===== src/hw/rtl/fgd_pkg.sv =====
`default_nettype none

package fgd_pkg;

  // event kinds carried by req_type
  localparam logic [2:0] REQ_CALL    = 3'd0;
  localparam logic [2:0] REQ_ALARM   = 3'd1;
  localparam logic [2:0] REQ_DISPLAY = 3'd2;
  localparam logic [2:0] REQ_ORIENT  = 3'd3;
  localparam logic [2:0] REQ_TICK    = 3'd4;

  // state codes
  localparam logic [2:0] VAL_ON       = 3'd1;
  localparam logic [2:0] ALARM_RING   = 3'd1;
  localparam logic [2:0] ALARM_SHOWN  = 3'd2;
  localparam logic [2:0] ORI_UNDEF    = 3'd0;
  localparam logic [2:0] ORI_UP       = 3'd1;
  localparam logic [2:0] ORI_DOWN     = 3'd2;

  // configuration register indexes
  localparam int unsigned CFG_IDX_W = 1;
  localparam logic [CFG_IDX_W-1:0] CFG_ENABLED = 1'd0;
  localparam logic [CFG_IDX_W-1:0] CFG_DELAY   = 1'd1;

  localparam int unsigned DELAY_W = 16;
  localparam logic [DELAY_W-1:0] DELAY_RESET = 16'd1000;

  typedef struct packed {
    logic               call_ringing;
    logic               alarm_active;
    logic               display_on;
    logic [2:0]         orient_raw;
    logic [2:0]         orient_effective;
    logic               primed;
    logic [DELAY_W-1:0] delay_left;
    logic               delay_running;
  } state_t;

  typedef struct packed {
    logic enabled;
    logic [DELAY_W-1:0] delay_ticks;
  } cfg_t;

  typedef struct packed {
    logic primed;
    logic alarm_pulse;
    logic call_pulse;
  } eval_t;

  // priming and flip decision on the current state
  function automatic eval_t evaluate(state_t s, logic enabled);
    eval_t r;
    r.primed      = s.primed;
    r.alarm_pulse = 1'b0;
    r.call_pulse  = 1'b0;
    if (!s.display_on || (!s.alarm_active && !s.call_ringing) ||
        s.orient_raw == ORI_UNDEF || s.orient_effective == ORI_UNDEF) begin
      r.primed = 1'b0;
    end else if (s.orient_effective == ORI_UP) begin
      r.primed = 1'b1;
    end else if (s.orient_effective == ORI_DOWN && s.primed) begin
      r.primed      = 1'b0;
      r.alarm_pulse = enabled & s.alarm_active;
      r.call_pulse  = enabled & s.call_ringing;
    end
    return r;
  endfunction

endpackage

`default_nettype wire


===== src/hw/rtl/fgd_next.sv =====
`default_nettype none

// next state and flip pulses for one event
module fgd_next (
  input  wire logic [2:0]      req_type,
  input  wire logic [2:0]      state_value,
  input  wire fgd_pkg::state_t st,
  input  wire fgd_pkg::cfg_t   cfg,
  output fgd_pkg::state_t      st_next,
  output logic                 alarm_pulse,
  output logic                 call_pulse
);

  fgd_pkg::state_t nx;
  fgd_pkg::eval_t  ev_a;
  fgd_pkg::eval_t  ev_b;
  logic            flag_val;
  logic [2:0]      prev_raw;

  always_comb begin
    nx       = st;
    ev_a     = '0;
    ev_b     = '0;
    flag_val = 1'b0;
    prev_raw = st.orient_raw;
    unique case (req_type)
      fgd_pkg::REQ_CALL: begin
        flag_val = (state_value == fgd_pkg::VAL_ON);
        if (nx.call_ringing != flag_val) begin
          nx.call_ringing = flag_val;
          ev_a = fgd_pkg::evaluate(nx, cfg.enabled);
          nx.primed = ev_a.primed;
        end
      end
      fgd_pkg::REQ_ALARM: begin
        flag_val = (state_value == fgd_pkg::ALARM_RING) ||
                   (state_value == fgd_pkg::ALARM_SHOWN);
        if (nx.alarm_active != flag_val) begin
          nx.alarm_active = flag_val;
          ev_a = fgd_pkg::evaluate(nx, cfg.enabled);
          nx.primed = ev_a.primed;
        end
      end
      fgd_pkg::REQ_DISPLAY: begin
        flag_val = (state_value == fgd_pkg::VAL_ON);
        if (nx.display_on != flag_val) begin
          nx.display_on = flag_val;
          ev_a = fgd_pkg::evaluate(nx, cfg.enabled);
          nx.primed = ev_a.primed;
        end
      end
      fgd_pkg::REQ_ORIENT: begin
        if (state_value != nx.orient_raw) begin
          nx.orient_raw = state_value;
          ev_a = fgd_pkg::evaluate(nx, cfg.enabled);
          nx.primed        = ev_a.primed;
          nx.delay_running = 1'b0;
          nx.delay_left    = '0;
          // face-up straight after undefined waits out the delay
          if (prev_raw == fgd_pkg::ORI_UNDEF && state_value == fgd_pkg::ORI_UP) begin
            nx.orient_effective = fgd_pkg::ORI_UNDEF;
            nx.delay_left = (cfg.delay_ticks == '0) ? fgd_pkg::DELAY_W'(1)
                                                    : cfg.delay_ticks;
            nx.delay_running = 1'b1;
          end else if (nx.orient_effective != nx.orient_raw) begin
            nx.orient_effective = nx.orient_raw;
            ev_b = fgd_pkg::evaluate(nx, cfg.enabled);
            nx.primed = ev_b.primed;
          end
        end
      end
      fgd_pkg::REQ_TICK: begin
        if (nx.delay_running) begin
          if (nx.delay_left > fgd_pkg::DELAY_W'(1)) begin
            nx.delay_left = nx.delay_left - fgd_pkg::DELAY_W'(1);
          end else begin
            nx.delay_left    = '0;
            nx.delay_running = 1'b0;
            if (nx.orient_effective != nx.orient_raw) begin
              nx.orient_effective = nx.orient_raw;
              ev_b = fgd_pkg::evaluate(nx, cfg.enabled);
              nx.primed = ev_b.primed;
            end
          end
        end
      end
      default: begin
      end
    endcase
  end

  assign st_next     = nx;
  assign alarm_pulse = ev_a.alarm_pulse | ev_b.alarm_pulse;
  assign call_pulse  = ev_a.call_pulse | ev_b.call_pulse;

endmodule

`default_nettype wire


===== src/hw/rtl/flipover_gesture_detector.sv =====
`default_nettype none

// channel  | handshake                   | payload
// ---------+-----------------------------+--------------------------
// in       | in_valid / in_stall         | req_type, state_value
// out      | out_valid / out_stall       | alarm_flip, call_flip
// cfg      | cfg_we                      | cfg_index, cfg_data
//
// One event per cycle while in_stall is low: the event updates the
// state in the cycle it is taken and its result sits in the output
// register on the next cycle. Every event gives exactly one result.
// in_stall rises only while the output register is full and stalled.
// Synchronous reset clears the state and out_valid (the flip bits are
// not reset) and loads the config defaults.
module flipover_gesture_detector (
  input  wire logic                         clk,
  input  wire logic                         rst,
  input  wire logic                         in_valid,
  output logic                              in_stall,
  input  wire logic [2:0]                   req_type,
  input  wire logic [2:0]                   state_value,
  output logic                              out_valid,
  input  wire logic                         out_stall,
  output logic                              alarm_flip,
  output logic                              call_flip,
  input  wire logic                         cfg_we,
  input  wire logic [fgd_pkg::CFG_IDX_W-1:0] cfg_index,
  input  wire logic [fgd_pkg::DELAY_W-1:0]  cfg_data
);

  fgd_pkg::state_t st;
  fgd_pkg::state_t st_next;
  fgd_pkg::cfg_t   cfg;
  logic            alarm_pulse;
  logic            call_pulse;
  logic            accept;

  assign in_stall = out_valid & out_stall;
  assign accept   = in_valid & ~in_stall;

  fgd_next u_next (
    .req_type    (req_type),
    .state_value (state_value),
    .st          (st),
    .cfg         (cfg),
    .st_next     (st_next),
    .alarm_pulse (alarm_pulse),
    .call_pulse  (call_pulse)
  );

  // configuration registers
  always_ff @(posedge clk) begin
    if (rst) begin
      cfg.enabled     <= 1'b1;
      cfg.delay_ticks <= fgd_pkg::DELAY_RESET;
    end else if (cfg_we) begin
      unique case (cfg_index)
        fgd_pkg::CFG_ENABLED: cfg.enabled     <= cfg_data[0];
        fgd_pkg::CFG_DELAY:   cfg.delay_ticks <= cfg_data;
        default: begin
        end
      endcase
    end
  end

  // detector state
  always_ff @(posedge clk) begin
    if (rst) begin
      st <= '0;
    end else if (accept) begin
      st <= st_next;
    end
  end

  // output register
  always_ff @(posedge clk) begin
    if (rst) begin
      out_valid <= 1'b0;
    end else if (accept) begin
      out_valid <= 1'b1;
    end else if (!out_stall) begin
      out_valid <= 1'b0;
    end
  end

  always_ff @(posedge clk) begin
    if (accept) begin
      alarm_flip <= alarm_pulse;
      call_flip  <= call_pulse;
    end
  end

endmodule

`default_nettype wire


===== config.mk =====
export PLATFORM = sky130hd
export DESIGN_NAME = flipover_gesture_detector
export DESIGN_NICKNAME = d
export VERILOG_FILES = /design/src/hw/rtl/fgd_pkg.sv /design/src/hw/rtl/fgd_next.sv /design/src/hw/rtl/flipover_gesture_detector.sv
export SDC_FILE = /design/constraint.sdc
export NUM_CORES = 1
export LEC_CHECK = 0
export BUFFER_PORTS_ARGS = -buffer_cell sky130_fd_sc_hd__buf_2
export CORE_MARGIN = 2
export CORE_UTILIZATION = 45
export DETAILED_ROUTE_END_ITERATION = 16
export PLACE_DENSITY = 0.73
export SLEW_MARGIN = 10
export SYNTH_ARGS = -nofsm -noshare
export SYNTH_HDL_FRONTEND = slang
export SYNTH_SLANG_ARGS = --single-unit

===== constraint.sdc =====
create_clock -name clk -period 4.4 [get_ports clk]
set_input_delay 0.66 -clock clk [delete_from_list [all_inputs] [get_ports clk]]
set_output_delay 0.66 -clock clk [all_outputs]
set_load 0.05 [all_outputs]

# [After elaboration in Yosys (flattened, before gate mapping)]
# Cells that the tools add are included.
[word_totals] register_bits=47 output_inout_bits=4 word_cells=161
[classes] add_sub_neg=1 n_lt_le_gt_ge=1 eq_ne=25 muxes=66 bitwise=10 n_reduce_logical=45
[ops] op="$mux W2" n=21
[ops] op="$mux W21" n=2
[ops] op="$mux W3" n=12
[ops] op="$pmux W17 S2" n=1
[ops] op="$mux W16" n=2
[ops] op="$mux W1" n=20
[ops] op="$mux W17" n=1
[ops] op="$gt A16 B1 Y1 const B" n=1
[ops] op="$logic_not A16 Y1" n=1
[ops] op="$logic_or A1 B1 Y1" n=16
[ops] op="$sub A16 B1 Y16 const B" n=1
[ops] op="$eq A3 B2 Y1 const B" n=5
[ops] op="$reduce_and A3 Y1" n=5
[ops] op="$eq A3 B1 Y1 const B" n=4
[ops] op="$logic_not A3 Y1" n=4
[ops] op="$mux W4" n=3
[ops] op="$ne A2 B1 Y1 const B" n=6
[ops] op="$ne A3 B3 Y1" n=3
[ops] op="$reduce_and A9 Y1" n=1
[ops] op="$pmux W2 S4" n=1
[ops] op="$logic_and A1 B1 Y1" n=7
[ops] op="$reduce_and A7 Y1" n=1
[ops] op="$and A1 B1 Y1" n=6
[ops] op="$pmux W3 S2" n=1
[ops] op="other kinds (13)" n=23

# [Depth between registers and ports, before layout]
# Gate-level depths: netlist of run 1.
[logic_depth] ltp_word=23 ltp_mapped=9 ltp_nobuf=8

# [Hierarchy]
# A second synthesis of run 1 with hierarchy kept.
[hier_totals] cells_unflattened=441 hier_area_um2=3509.6
[modules_own_cells] module="flipover_gesture_detector" instances=1 cells_each=195 area_per_inst_um2=2043.2 seq_area_each_um2=960.9
[modules_own_cells] module="fgd_next" instances=1 cells_each=246 area_per_inst_um2=1466.4 seq_area_each_um2=0.0

# [Worst setup path after synthesis of run 1]
# No wires, ideal clock.
[synth_timing] path_kind="input-to-reg" startpoint="input port state_value[0]" endpoint="register, netlist name st[5]" setup_ps=86 arrival_time_ps=2352 t_required_ps=4314 slack_ps=1962 cell_stages=8 path_buffers=3 cell_sequence="buf_2 or3b_1 clkbuf_1 nor3_1 and2_1 buf_2 a221oi_1 a211oi_1"
[synth_via] elab_chain_len=5 word_cells_on_any_way=8 cone_classes="eq/ne (3); mux (3); reduce/logical (2)"
[synth_rtl] item="start, declared" line="flipover_gesture_detector.sv:21" text="input wire logic [2:0] state_value,"
[synth_rtl] item="$eq A3 B1 Y1" line="fgd_next.sv:60" text="if (prev_raw == fgd_pkg::ORI_UNDEF && state_value == fgd_pkg::ORI_UP) begin"
[synth_rtl] item="$logic_and A1 B1 Y1" line="fgd_next.sv:60"
[synth_rtl] item="$mux W17" line="fgd_next.sv:60"
[synth_rtl] item="$mux W21" line="fgd_next.sv:53" text="if (state_value != nx.orient_raw) begin"
[synth_rtl] item="$pmux W17 S2" line="fgd_next.sv:26" text="unique case (req_type)"
# Parallel ways exist; a longest one is shown, timed or not. The select of a mux whose other input is x is not followed.
# A chain may end at the register's enable or synchronous reset.

# [Worst setup path in the final report of run 1]
[layout_timing] startpoint="register, netlist name st[8]" endpoint="register, netlist name st[16]"
[layout_via] elab_chain_len=4 word_cells_on_any_way=5 cone_classes="add/sub (1); order compare (1); mux (3)"
[layout_rtl] item="$sub A16 B1 Y16 / $gt A16 B1 Y1 (equally long branches)" line="fgd_next.sv:75, fgd_next.sv:74"
[layout_rtl] item="$mux W16 *" line="fgd_next.sv:74" text="if (nx.delay_left > fgd_pkg::DELAY_W'(1)) begin"
[layout_rtl] item="$mux W21 *" line="fgd_next.sv:73" text="if (nx.delay_running) begin"
[layout_rtl] item="$pmux W17 S2 *" line="fgd_next.sv:26"
# Mark *: on every way between the ends. The rest lies on a longest branch, timed or not. The select of a mux whose other input is x is not followed.

==> reports/qor.yml, run 1 <==
outcome:
  run_status: "completed"
route:
  routed_wirelength_um: 7720
  drcViolationCount: 0
  drt-pass1-iter-count: 4
  drt_iter0_drc: 180
  vias_per_cell: 6.28
  vias: 2965
  post_drt_wl_per_cell_um: 16.4
  route.antenna.remaining_nets: 0
global_routing:
  first_global_vias: 2827
  grt_start_max_net_pins: 36
  grt_overflow_total: 0
  global_route.usage.total_pct: 22.3
  grt_antenna_before_repair: 0
  grt_pass1_wl_um: 13200
floorplanning:
  floorplan.die.height_um: 84.6
  floorplan.io_pins: 32
  core_area_mm2: 0.00631
  dieArea_mm2: 0.00716
  num_rows: 29
  floorplan.initialDensity_pct: 46.4
  die-width_um: 84.6
synth:
  edff_count_synth: 2
  post_synth.cell_area_avg_um2: 7.64
  synth_top_family_by_area: "simple AND/OR/NAND/NOR gates"
  syn-num-nets: 413
  synth_seq_area_share_pct: 32.8
  asyncSetResetFlopFracSynth_pct: 0
  syn-cell-area_mm2: 0.00293
  ys_seq_elements: 47
  synth.lib_cells_used.distinct: 57
  synthMuxAreaShare_pct: 3.12
  synth_xor_area_share_pct: 4.19
  yosys.area_share.simple_pct: 28.6
  ys_warn_count: 0
  post_synth_fa_ha_maj_area_fraction_pct: 0.855
  synthesis.instances: 383
  synth_top_flop_cell: "dfxtp_1"
  synth_compound_gate_area_share_pct: 24.5
place:
  port-buffer-count: 31
  final_weighted_congestion_in_routability_driven_placement: 0.917
  detailedPlacementHpwl_um: 5470
  dpl-instance-area_mm2: 0.00308
  dpl.cell_count: 464
min_path:
  min-delay-path-class: "reg -> reg"
  worst_hold_path.num_cells: 2
setup_path:
  worstSetupEndpointType: "register"
  worst_path_most_repeated_cell: "or4_4"
  path_class: "reg -> reg"
  required_ns: 4.58
  cp_slowest_cell: "or4_4"
  critical-path-max-stage-delay_ns: 0.60
  path_cells: "or4_4 -> or4_4 -> o21ai_2 -> nor3_1 -> a32oi_1 -> o22ai_1"
  start_kind: "register"
  max_fo_critical_path: 16
  rr_worst_depth: 6
  crit_path_arrival_time_ns: 2.89
power_and_ir_drop:
  worst_ir_drop_vdd_v: 0.000174
  power.density_mw_per_mm2: 275
  power.leakage_nw: 1.15
final_layout:
  finalInstanceArea_mm2: 0.00317
  layout_cell_share_with_drive_strength_beyond_1_pct: 12.4
  area_growth_syn_to_layout_pct: 8.34
  antenna_cells: 0
  finalNonFillerCells: 472
  layout_commonest_cell: "nand2_1"
  layout_common_cells: "48 x nand2_1, 45 x dfxtp_1, 31 x buf_2"
  fin_nets: 424
clocking:
  htreeDepth: 2
  tritoncts_num_sinks: 47
  hold_buffer_count_at_cts: 0
  numCtsBuffers: 5
  post_cts.resized_instances: 0
  latest_clock_arrival_within_the_worst_skew_pair_ns: 0.31
  clockBufferDepth: 2
  cts.reportedPaths.clkPinSlew_ns: 0.10
  postCtsSetupRepairBufs: 0
  cts_tree: "yes"
  cts.root.buffer_cell: "clkbuf_8"
sta:
  period_share_pct: 61.6
  max_slew_margin_pct: 36.2
  final.min_clock_period_ns: 2.71
  setup_viol: 0
  max_clock_freq_mhz: 369
  max_slew.worst_pin.slew_ns: 0.956
  final.setup_skew_ns: 0.00412
  rsz0062_at_grt: "no"
  setup_tns_ns: 0
  hold_viol: 0
  finalMaxSlewViolations: 0
job:
  max_cap_violations: 0
==> cell families (layout without fill, tap and decap cells) <==
logic type / Yosys count / count (layout)
flops: 47 / 47
mux: 9 / 9
compound gates: 107 / 107
buf+inv: 43 / 55
fa+ha+maj: 2 / 2
xor+xnor: 14 / 14
simple gates: 161 / 161
==> synth_stat cells, types with 8 or more instances <==
master	instances	share of area, %
nand2_1	48	6.2
dfxtp_1	45	31
nor2_1	29	3.7
inv_1	13	1.7
nor4_1	9	1.9
clkbuf_1	26	3.3
nand3_1	14	2.4
xor2_1	8	2.4
o21ai_0	19	3.2
a22oi_1	10	2.6
mux2i_1	8	2.7
a21oi_1	24	4.1
a211oi_1	8	2.1
nor3_1	15	2.6
==> final cells by class <==
class	instances	area (um2)
well taps	77	96.3
clock inverters	3	25.0
clock buffers	5	68.8
inverters	13	48.8
flip-flops and latches	47	961
multi-input cells	293	1790
fillers	648	3140
repair buffers	34	178
==> per-stage QoR <==
stage               hold WS, ns  worst slack [ns]  util [%]  total power (W)
finish                    0.487              1.69      50.2         0.000872
global route              0.516              1.59      50.2         0.000916
CTS                       0.489              1.73      50.2         0.000876
detailed placement        0.475              1.59      48.7         0.000597
global placement          0.468              1.69      48.7         0.000595
floorplan                 0.444              1.96         -         0.000559
==> registers in the layout, summed over array words and instances (netlist names) <==
name        cells
call_flip       1
st             27
cfg            17
out_valid       1
alarm_flip      1
==> routing by layer <==
metal | wire length, um | vias up | part of all wire (%) | track usage (%)
met5 | 0 | - | 0 | 0
met4 | 148 | 0 | 1.9 | 8.66
met3 | 500 | 19 | 6.5 | 4.62
met2 | 3720 | 125 | 48 | 37.4
met1 | 3360 | 1389 | 43 | 28.0
li1 | - | 1432 | - | -
==> critical path: cells and delay by family, from the launching register on <==
family / cells / cell delay [ns]
compound gates: 3 / 0.86
flops: 1 / 0.38
simple gates: 3 / 1.34
==> where the power goes <==
| group | internal, W | switching (W) | leakage (nW) | total [W] |
|---|---|---|---|---|
| clock network | 0.000116 | 0.000165 | 0.0452 | 0.000282 |
| logic | 0.0000491 | 0.0000832 | 0.719 | 0.000132 |
| registers | 0.000442 | 0.0000162 | 0.386 | 0.000458 |
| total | 0.000607 | 0.000265 | 1.15 | 0.000872 |
==> final timing paths <==
path              slack, ns              endpoint                  from
setup / recovery       1.69   st[16]$_SDFFE_PP0P_    st[8]$_SDFFE_PP0P_
hold / removal         0.49  cfg[12]$_SDFFE_PP0P_  cfg[12]$_SDFFE_PP0P_
setup reg to reg       1.69   st[16]$_SDFFE_PP0P_    st[8]$_SDFFE_PP0P_
hold reg to reg        0.49  cfg[12]$_SDFFE_PP0P_  cfg[12]$_SDFFE_PP0P_
No activity file was read; power rests on OpenSTA's default activity.
==> run 2, diff against run 1 <==
--- a/config.mk
+++ b/config.mk
@@ -9,7 +9,7 @@
 export CORE_MARGIN = 2
 export CORE_UTILIZATION = 45
 export DETAILED_ROUTE_END_ITERATION = 16
-export PLACE_DENSITY = 0.73
+export PLACE_DENSITY = 0.75
 export SLEW_MARGIN = 10
 export SYNTH_ARGS = -nofsm -noshare
 export SYNTH_HDL_FRONTEND = slang
==> constraint.sdc (replaced) <==
create_clock -name clk -period 2.3 [get_ports clk]
set_input_delay 0.345 -clock clk [delete_from_list [all_inputs] [get_ports clk]]
set_output_delay 0.345 -clock clk [all_outputs]
set_load 0.05 [all_outputs]
==> reports/qor.yml, run 2 (synthesized netlist as in run 1, its figures left out) <==
setup_path:
  max_fo_critical_path: 5  # -11
  path_class: "reg -> reg"
  cp-startpoint: "st[12]$_SDFFE_PP0P_"
  r2r_start: "st[12]$_SDFFE_PP0P_"
  start_kind: "register"
  worstSetupEndpointType: "register"
  crit_path_arrival_time_ns: 2.45  # -0.44 ns
  required_ns: 2.49  # -2.09 ns
sta:
  final.setup_skew_ns: 0.0126  # +0.00846 ns
  max_clock_freq_mhz: 442  # +20%
  finalMaxSlewViolations: 0  # unchanged
  setup_viol: 0  # unchanged
  final.min_clock_period_ns: 2.26  # -0.449 ns
  setup_tns_ns: 0  # unchanged
  rsz0062_at_grt: "yes"
  max_slew.worst_pin.slew_ns: 0.823  # -0.133 ns
  hold_viol: 0  # unchanged
  max_slew_margin_pct: 44.7  # +8.6 points
  worst_slack_ns: 0.0388  # -1.65 ns
  period_share_pct: 98.3  # +37 points
route:
  drt-pass1-iter-count: 5  # +1
  post_drt_wl_per_cell_um: 16.1  # -1.4%
  route.antenna.remaining_nets: 0  # unchanged
  vias: 3115  # +5.1%
  drt_iter0_drc: 218  # +21%
  drcViolationCount: 0  # unchanged
  vias_per_cell: 6.24  # -0.63%
  routed_wirelength_um: 8050  # +4.3%
final_layout:
  antenna_cells: 0  # unchanged
  filler_cells_inserted: 610  # -5.9%
  layout_common_cells: "48 x nand2_1, 44 x dfxtp_1, 31 x buf_2"
  finalInstanceArea_mm2: 0.00344  # +8.4%
  fin_nets: 451  # +6.4%
  layout.area.seq_um2: 962  # +0.13%
  multi_input_area_mm2: 0.00186  # +3.9%
  final_core_utilization_pct: 54.4  # +4.2 points
  max_ffs_per_register: 27  # unchanged
  top_register: "st"
  biggestRegsByFlops: "st x27, cfg x17"
  layout_cell_share_with_drive_strength_beyond_1_pct: 20.1  # +7.7 points
  layout_commonest_cell: "nand2_1"
  area_growth_syn_to_layout_pct: 17.4
clocking:
  cts_tree: "yes"
  cts.reportedPaths.clkPinSlew_ns: 0.10  # about the same
  clockBufferDepth: 2  # unchanged
  htreeDepth: 2  # unchanged
  tritoncts_num_sinks: 47  # unchanged
  cts.root.buffer_cell: "clkbuf_8"
  numCtsBuffers: 5  # unchanged
  latest_clock_arrival_within_the_worst_skew_pair_ns: 0.31  # about the same
floorplanning:
  dieArea_mm2: 0.00716  # unchanged
  floorplan.io_pins: 32  # unchanged
  core_area_mm2: 0.00631  # unchanged
  die-width_um: 84.6  # unchanged
  floorplan.die.height_um: 84.6  # unchanged
  floorplan.initialDensity_pct: 46.4  # unchanged
  num_rows: 29  # unchanged
place:
  dpl-instance-area_mm2: 0.00326  # +6.1%
  dp_slack_ns: -0.0928  # -1.68 ns
  detailedPlacementHpwl_um: 5650  # +3.3%
  port-buffer-count: 31  # unchanged
  final_weighted_congestion_in_routability_driven_placement: 0.923  # +0.65%
power_and_ir_drop:
  power.density_mw_per_mm2: 487  # +77%
  post-layout-total-power_w: 0.00167  # +92%
  power.leakage_nw: 1.31  # +14%
  worst_ir_drop_vdd_v: 0.000305  # +75%
global_routing:
  first_global_vias: 2899  # +2.5%
  global_route.usage.total_pct: 23.0  # +0.75 points
  grt_overflow_total: 0  # unchanged
  grt_pass1_wl_um: 13500  # +2.7%
  grt_start_max_net_pins: 35  # -2.8%
  grt_antenna_before_repair: 0  # unchanged
min_path:
  timing.hold.worst.start: "cfg_data[7]"
  min-delay-path-class: "in -> reg"
job:
  max_cap_violations: 0  # unchanged
outcome:
  run_status: "completed"
run 2: routing by layer:
layer  global-route usage [%]  part of all wire (%)  vias to the layer above
met4                     8.23                   2.0                        0
li1                         -                     -                     1490
met1                     29.7                    42                     1435
met2                     38.0                    47                      171
met3                     4.92                   8.5                       19
met5                        0                     0                        -
run 2: through the flow:
stage,std cells,hold WS (ns)
2_1_floorplan,383,0.444
3_3_place_gp,489,0.458
3_5_place_dp,489,0.461
4_1_cts,498,0.230
5_1_grt,499,0.234
6_report,499,0.231
run 2: power breakdown:
part | switching (W) | internal [W] | total (W)
logic | 0.000171 | 0.000109 | 0.000281
clock network | 0.000301 | 0.000219 | 0.000520
registers | 0.0000291 | 0.000845 | 0.000874
run 2: path summary, 6_finish.rpt:
path	end	slack [ns]	cells past startpoint
max	st[3]$_SDFFE_PP0P_	0.04	6
min	cfg[7]$_SDFFE_PP1P_	0.23	3
max reg2reg	st[3]$_SDFFE_PP0P_	0.04	6
min reg2reg	cfg[0]$_SDFFE_PP0P_	0.47	2
run 2: final cells by class:
class / instances / share of cell area, %
inverters: 13 / 1.42
flip-flops and latches: 47 / 28.0
well taps: 77 / 2.80
repair buffers: 60 / 11.0
clock inverters: 2 / 0.473
clock buffers: 6 / 2.11
multi-input cells: 294 / 54.2
run 2: worst max-delay path, cell delays in order (launching register included):
cell	delay (ns)
dfxtp_2	0.33
or4_4	0.53
or4_4	0.58
o21a_4	0.25
a32o_2	0.25
a22oi_2	0.15
nor2_1	0.05
run 2: repair_timing:
action / in CTS / in global routing
endpoints found under the setup margin: 7 / 17
pin swaps: 2 / 7
hold buffers: 0 / 0
cloned: 1 / 0
gates resized for setup: 3 / 12
setup buffers: 0 / 1
hold endpoints to repair: 0 / 0
==> run 3, diff against run 2 <==
--- a/config.mk
+++ b/config.mk
@@ -9,7 +9,7 @@
 export CORE_MARGIN = 2
 export CORE_UTILIZATION = 45
 export DETAILED_ROUTE_END_ITERATION = 16
-export PLACE_DENSITY = 0.75
+export PLACE_DENSITY = 0.66
 export SLEW_MARGIN = 10
 export SYNTH_ARGS = -nofsm -noshare
 export SYNTH_HDL_FRONTEND = slang
==> reports/qor.yml, run 3 (synthesized netlist as in run 1, its figures left out) <==
sta:
  rsz0062_at_grt: "yes"
  setup_viol: 0  # unchanged
  final.min_clock_period_ns: 2.26  # +0.000245 ns
  max_slew_margin_pct: 58.7  # +14 points
  final.setup_skew_ns: 0.0104  # -0.00220 ns
  period_share_pct: 98.3  # about the same
  worst_slack_ns: 0.0386  # -0.000245 ns
  final.hold.worst_slack_ns: 0.241  # +0.0107 ns
  max_slew.worst_pin.slew_ns: 0.605  # -0.218 ns
  hold_viol: 0  # unchanged
  finalMaxSlewViolations: 0  # unchanged
  max_clock_freq_mhz: 442  # about the same
route:
  post_drt_wl_per_cell_um: 16.3  # +1.2%
  vias: 3083  # -1.0%
  routed_wirelength_um: 8170  # +1.4%
  route.antenna.remaining_nets: 0  # unchanged
  drt-pass1-iter-count: 7  # +2
  vias_per_cell: 6.17  # -1.2%
  drt_iter0_drc: 341  # +56%
  drcViolationCount: 0  # unchanged
clocking:
  postCtsSetupRepairBufs: 0  # unchanged
  clockBufferDepth: 2  # unchanged
  numCtsBuffers: 5  # unchanged
  cts.reportedPaths.clkPinSlew_ns: 0.10  # about the same
  cts_tree: "yes"
  cts.root.buffer_cell: "clkbuf_8"
  htreeDepth: 2  # unchanged
  latest_clock_arrival_within_the_worst_skew_pair_ns: 0.30  # about the same
  tritoncts_num_sinks: 47  # unchanged
  hold_buffer_count_at_cts: 0  # unchanged
power_and_ir_drop:
  post-layout-total-power_w: 0.00167  # about the same
  power.leakage_nw: 1.32  # +1.1%
  worst_ir_drop_vdd_v: 0.000432  # +41%
  power.density_mw_per_mm2: 483  # -0.79%
floorplanning:
  floorplan.initialDensity_pct: 46.4  # unchanged
  die-width_um: 84.6  # unchanged
  floorplan.die.height_um: 84.6  # unchanged
  dieArea_mm2: 0.00716  # unchanged
  num_rows: 29  # unchanged
  floorplan.io_pins: 32  # unchanged
  core_area_mm2: 0.00631  # unchanged
final_layout:
  area_growth_syn_to_layout_pct: 18.3
  layout_commonest_cell: "nand2_1"
  layout_cell_share_with_drive_strength_beyond_1_pct: 20.8  # +0.66 points
  biggestRegsByFlops: "st x27, cfg x17"
  max_ffs_per_register: 27  # unchanged
  antenna_cells: 0  # unchanged
  final_core_utilization_pct: 54.8  # +0.40 points
  filler_cells_inserted: 613  # +0.49%
  layout_common_cells: "48 x nand2_1, 44 x dfxtp_1, 31 x buf_2"
  fin_nets: 452  # +0.22%
  top_register: "st"
setup_path:
  r2r_start: "st[11]$_SDFFE_PP0P_"
  crit_path_arrival_time_ns: 2.45  # about the same
  worstSetupEndpointType: "register"
  timing.critical_path.to: "st[10]$_SDFFE_PP0P_"
  cp-startpoint: "st[11]$_SDFFE_PP0P_"
  reg2reg_to: "st[10]$_SDFFE_PP0P_"
  critical-path-max-stage-delay_ns: 0.58  # about the same
  rr_worst_depth: 6  # unchanged
  cp_slowest_cell: "or4_4"
  start_kind: "register"
  max_fo_critical_path: 5  # unchanged
  path_cells: "or4_4 -> or4_4 -> o21a_4 -> a32o_2 -> a22oi_2 -> nor2_1"
  worst-path-stages: 6  # unchanged
  worst_path_most_repeated_cell: "or4_4"
  timing.critical_path.buf_inv: 0  # unchanged
  critical_path.top_delay_family: "simple AND/OR/NAND/NOR gates"
  required_ns: 2.49  # about the same
  path_class: "reg -> reg"
  rrSetupSlack_ns: 0.04  # about the same
global_routing:
  grt_pass1_wl_um: 13600  # +0.92%
  grt_start_max_net_pins: 35  # unchanged
  global_route.usage.total_pct: 23.2  # +0.14 points
  first_global_vias: 2911  # +0.41%
  grt_overflow_total: 0  # unchanged
  grt_antenna_before_repair: 0  # unchanged
job:
  max_cap_violations: 0  # unchanged
place:
  dp_slack_ns: -0.0672  # +0.0255 ns
  port-buffer-count: 31  # unchanged
  final_weighted_congestion_in_routability_driven_placement: 0.929  # +0.62%
  detailedPlacementHpwl_um: 5930  # +4.9%
outcome:
  run_status: "completed"
min_path:
  worst_hold_path.num_cells: 3  # unchanged
  min-delay-path-class: "in -> reg"
==> run 3: power breakdown <==
group          switching, W  total [W]  internal (W)
clock network      0.000296   0.000511      0.000215
logic              0.000175   0.000289      0.000114
registers         0.0000283   0.000873      0.000845
total              0.000499    0.00167       0.00117
==> run 3: worst min-delay path by stage <==
stage,startpoint,endpoint,slack (ns)
after floorplan,cfg[0]$_SDFFE_PP0P_,cfg[0]$_SDFFE_PP0P_,0.44
after global placement,cfg[0]$_SDFFE_PP0P_,cfg[0]$_SDFFE_PP0P_,0.47
after detailed placement,cfg[15]$_SDFFE_PP0P_,cfg[15]$_SDFFE_PP0P_,0.48
after CTS,cfg_data[9],cfg[9]$_SDFFE_PP1P_,0.24
after global routing,cfg_data[7],cfg[7]$_SDFFE_PP1P_,0.25
final,cfg_data[9],cfg[9]$_SDFFE_PP1P_,0.24
==> run 3: stage by stage <==
step / cell area, um2 / cells / setup TNS (ns)
2_1_floorplan: 2930 / 383 / 0
3_3_place_gp: 3290 / 491 / -0.0339
3_5_place_dp: 3290 / 491 / -0.162
4_1_cts: 3390 / 499 / 0
5_1_grt: 3460 / 500 / -0.0294
6_report: 3460 / 500 / 0
==> run 3: layer usage <==
layer	share of wire (%)	track usage [%]	up-vias
met1	46	32.5	1427
met3	8.1	3.34	10
li1	-	-	1495
met4	1.2	6.06	0
met5	0	0	-
met2	45	37.4	151
==> run 3: repair_timing <==
item,4_1_cts,5_1_grt
pin swaps,0,9
endpoints found under the setup margin,4,16
gates resized for setup,2,14
gates cloned,0,1
==> run 3: layout make-up <==
class / count / area (um2) / share of cell area [%]
flip-flops and latches: 47 / 962 / 27.8
repair buffers: 61 / 400 / 11.6
clock inverters: 3 / 18.8 / 0.542
well taps: 77 / 96.3 / 2.78
inverters: 13 / 48.8 / 1.41
multi-input cells: 294 / 1870 / 53.9
clock buffers: 5 / 68.8 / 1.99
==> run 3: tightest hold or removal path, delay by kind of cell <==
kind	cells	cell delay (ns)
buffers and inverters	1	0.07
AND/OR/NAND/NOR	2	0.10
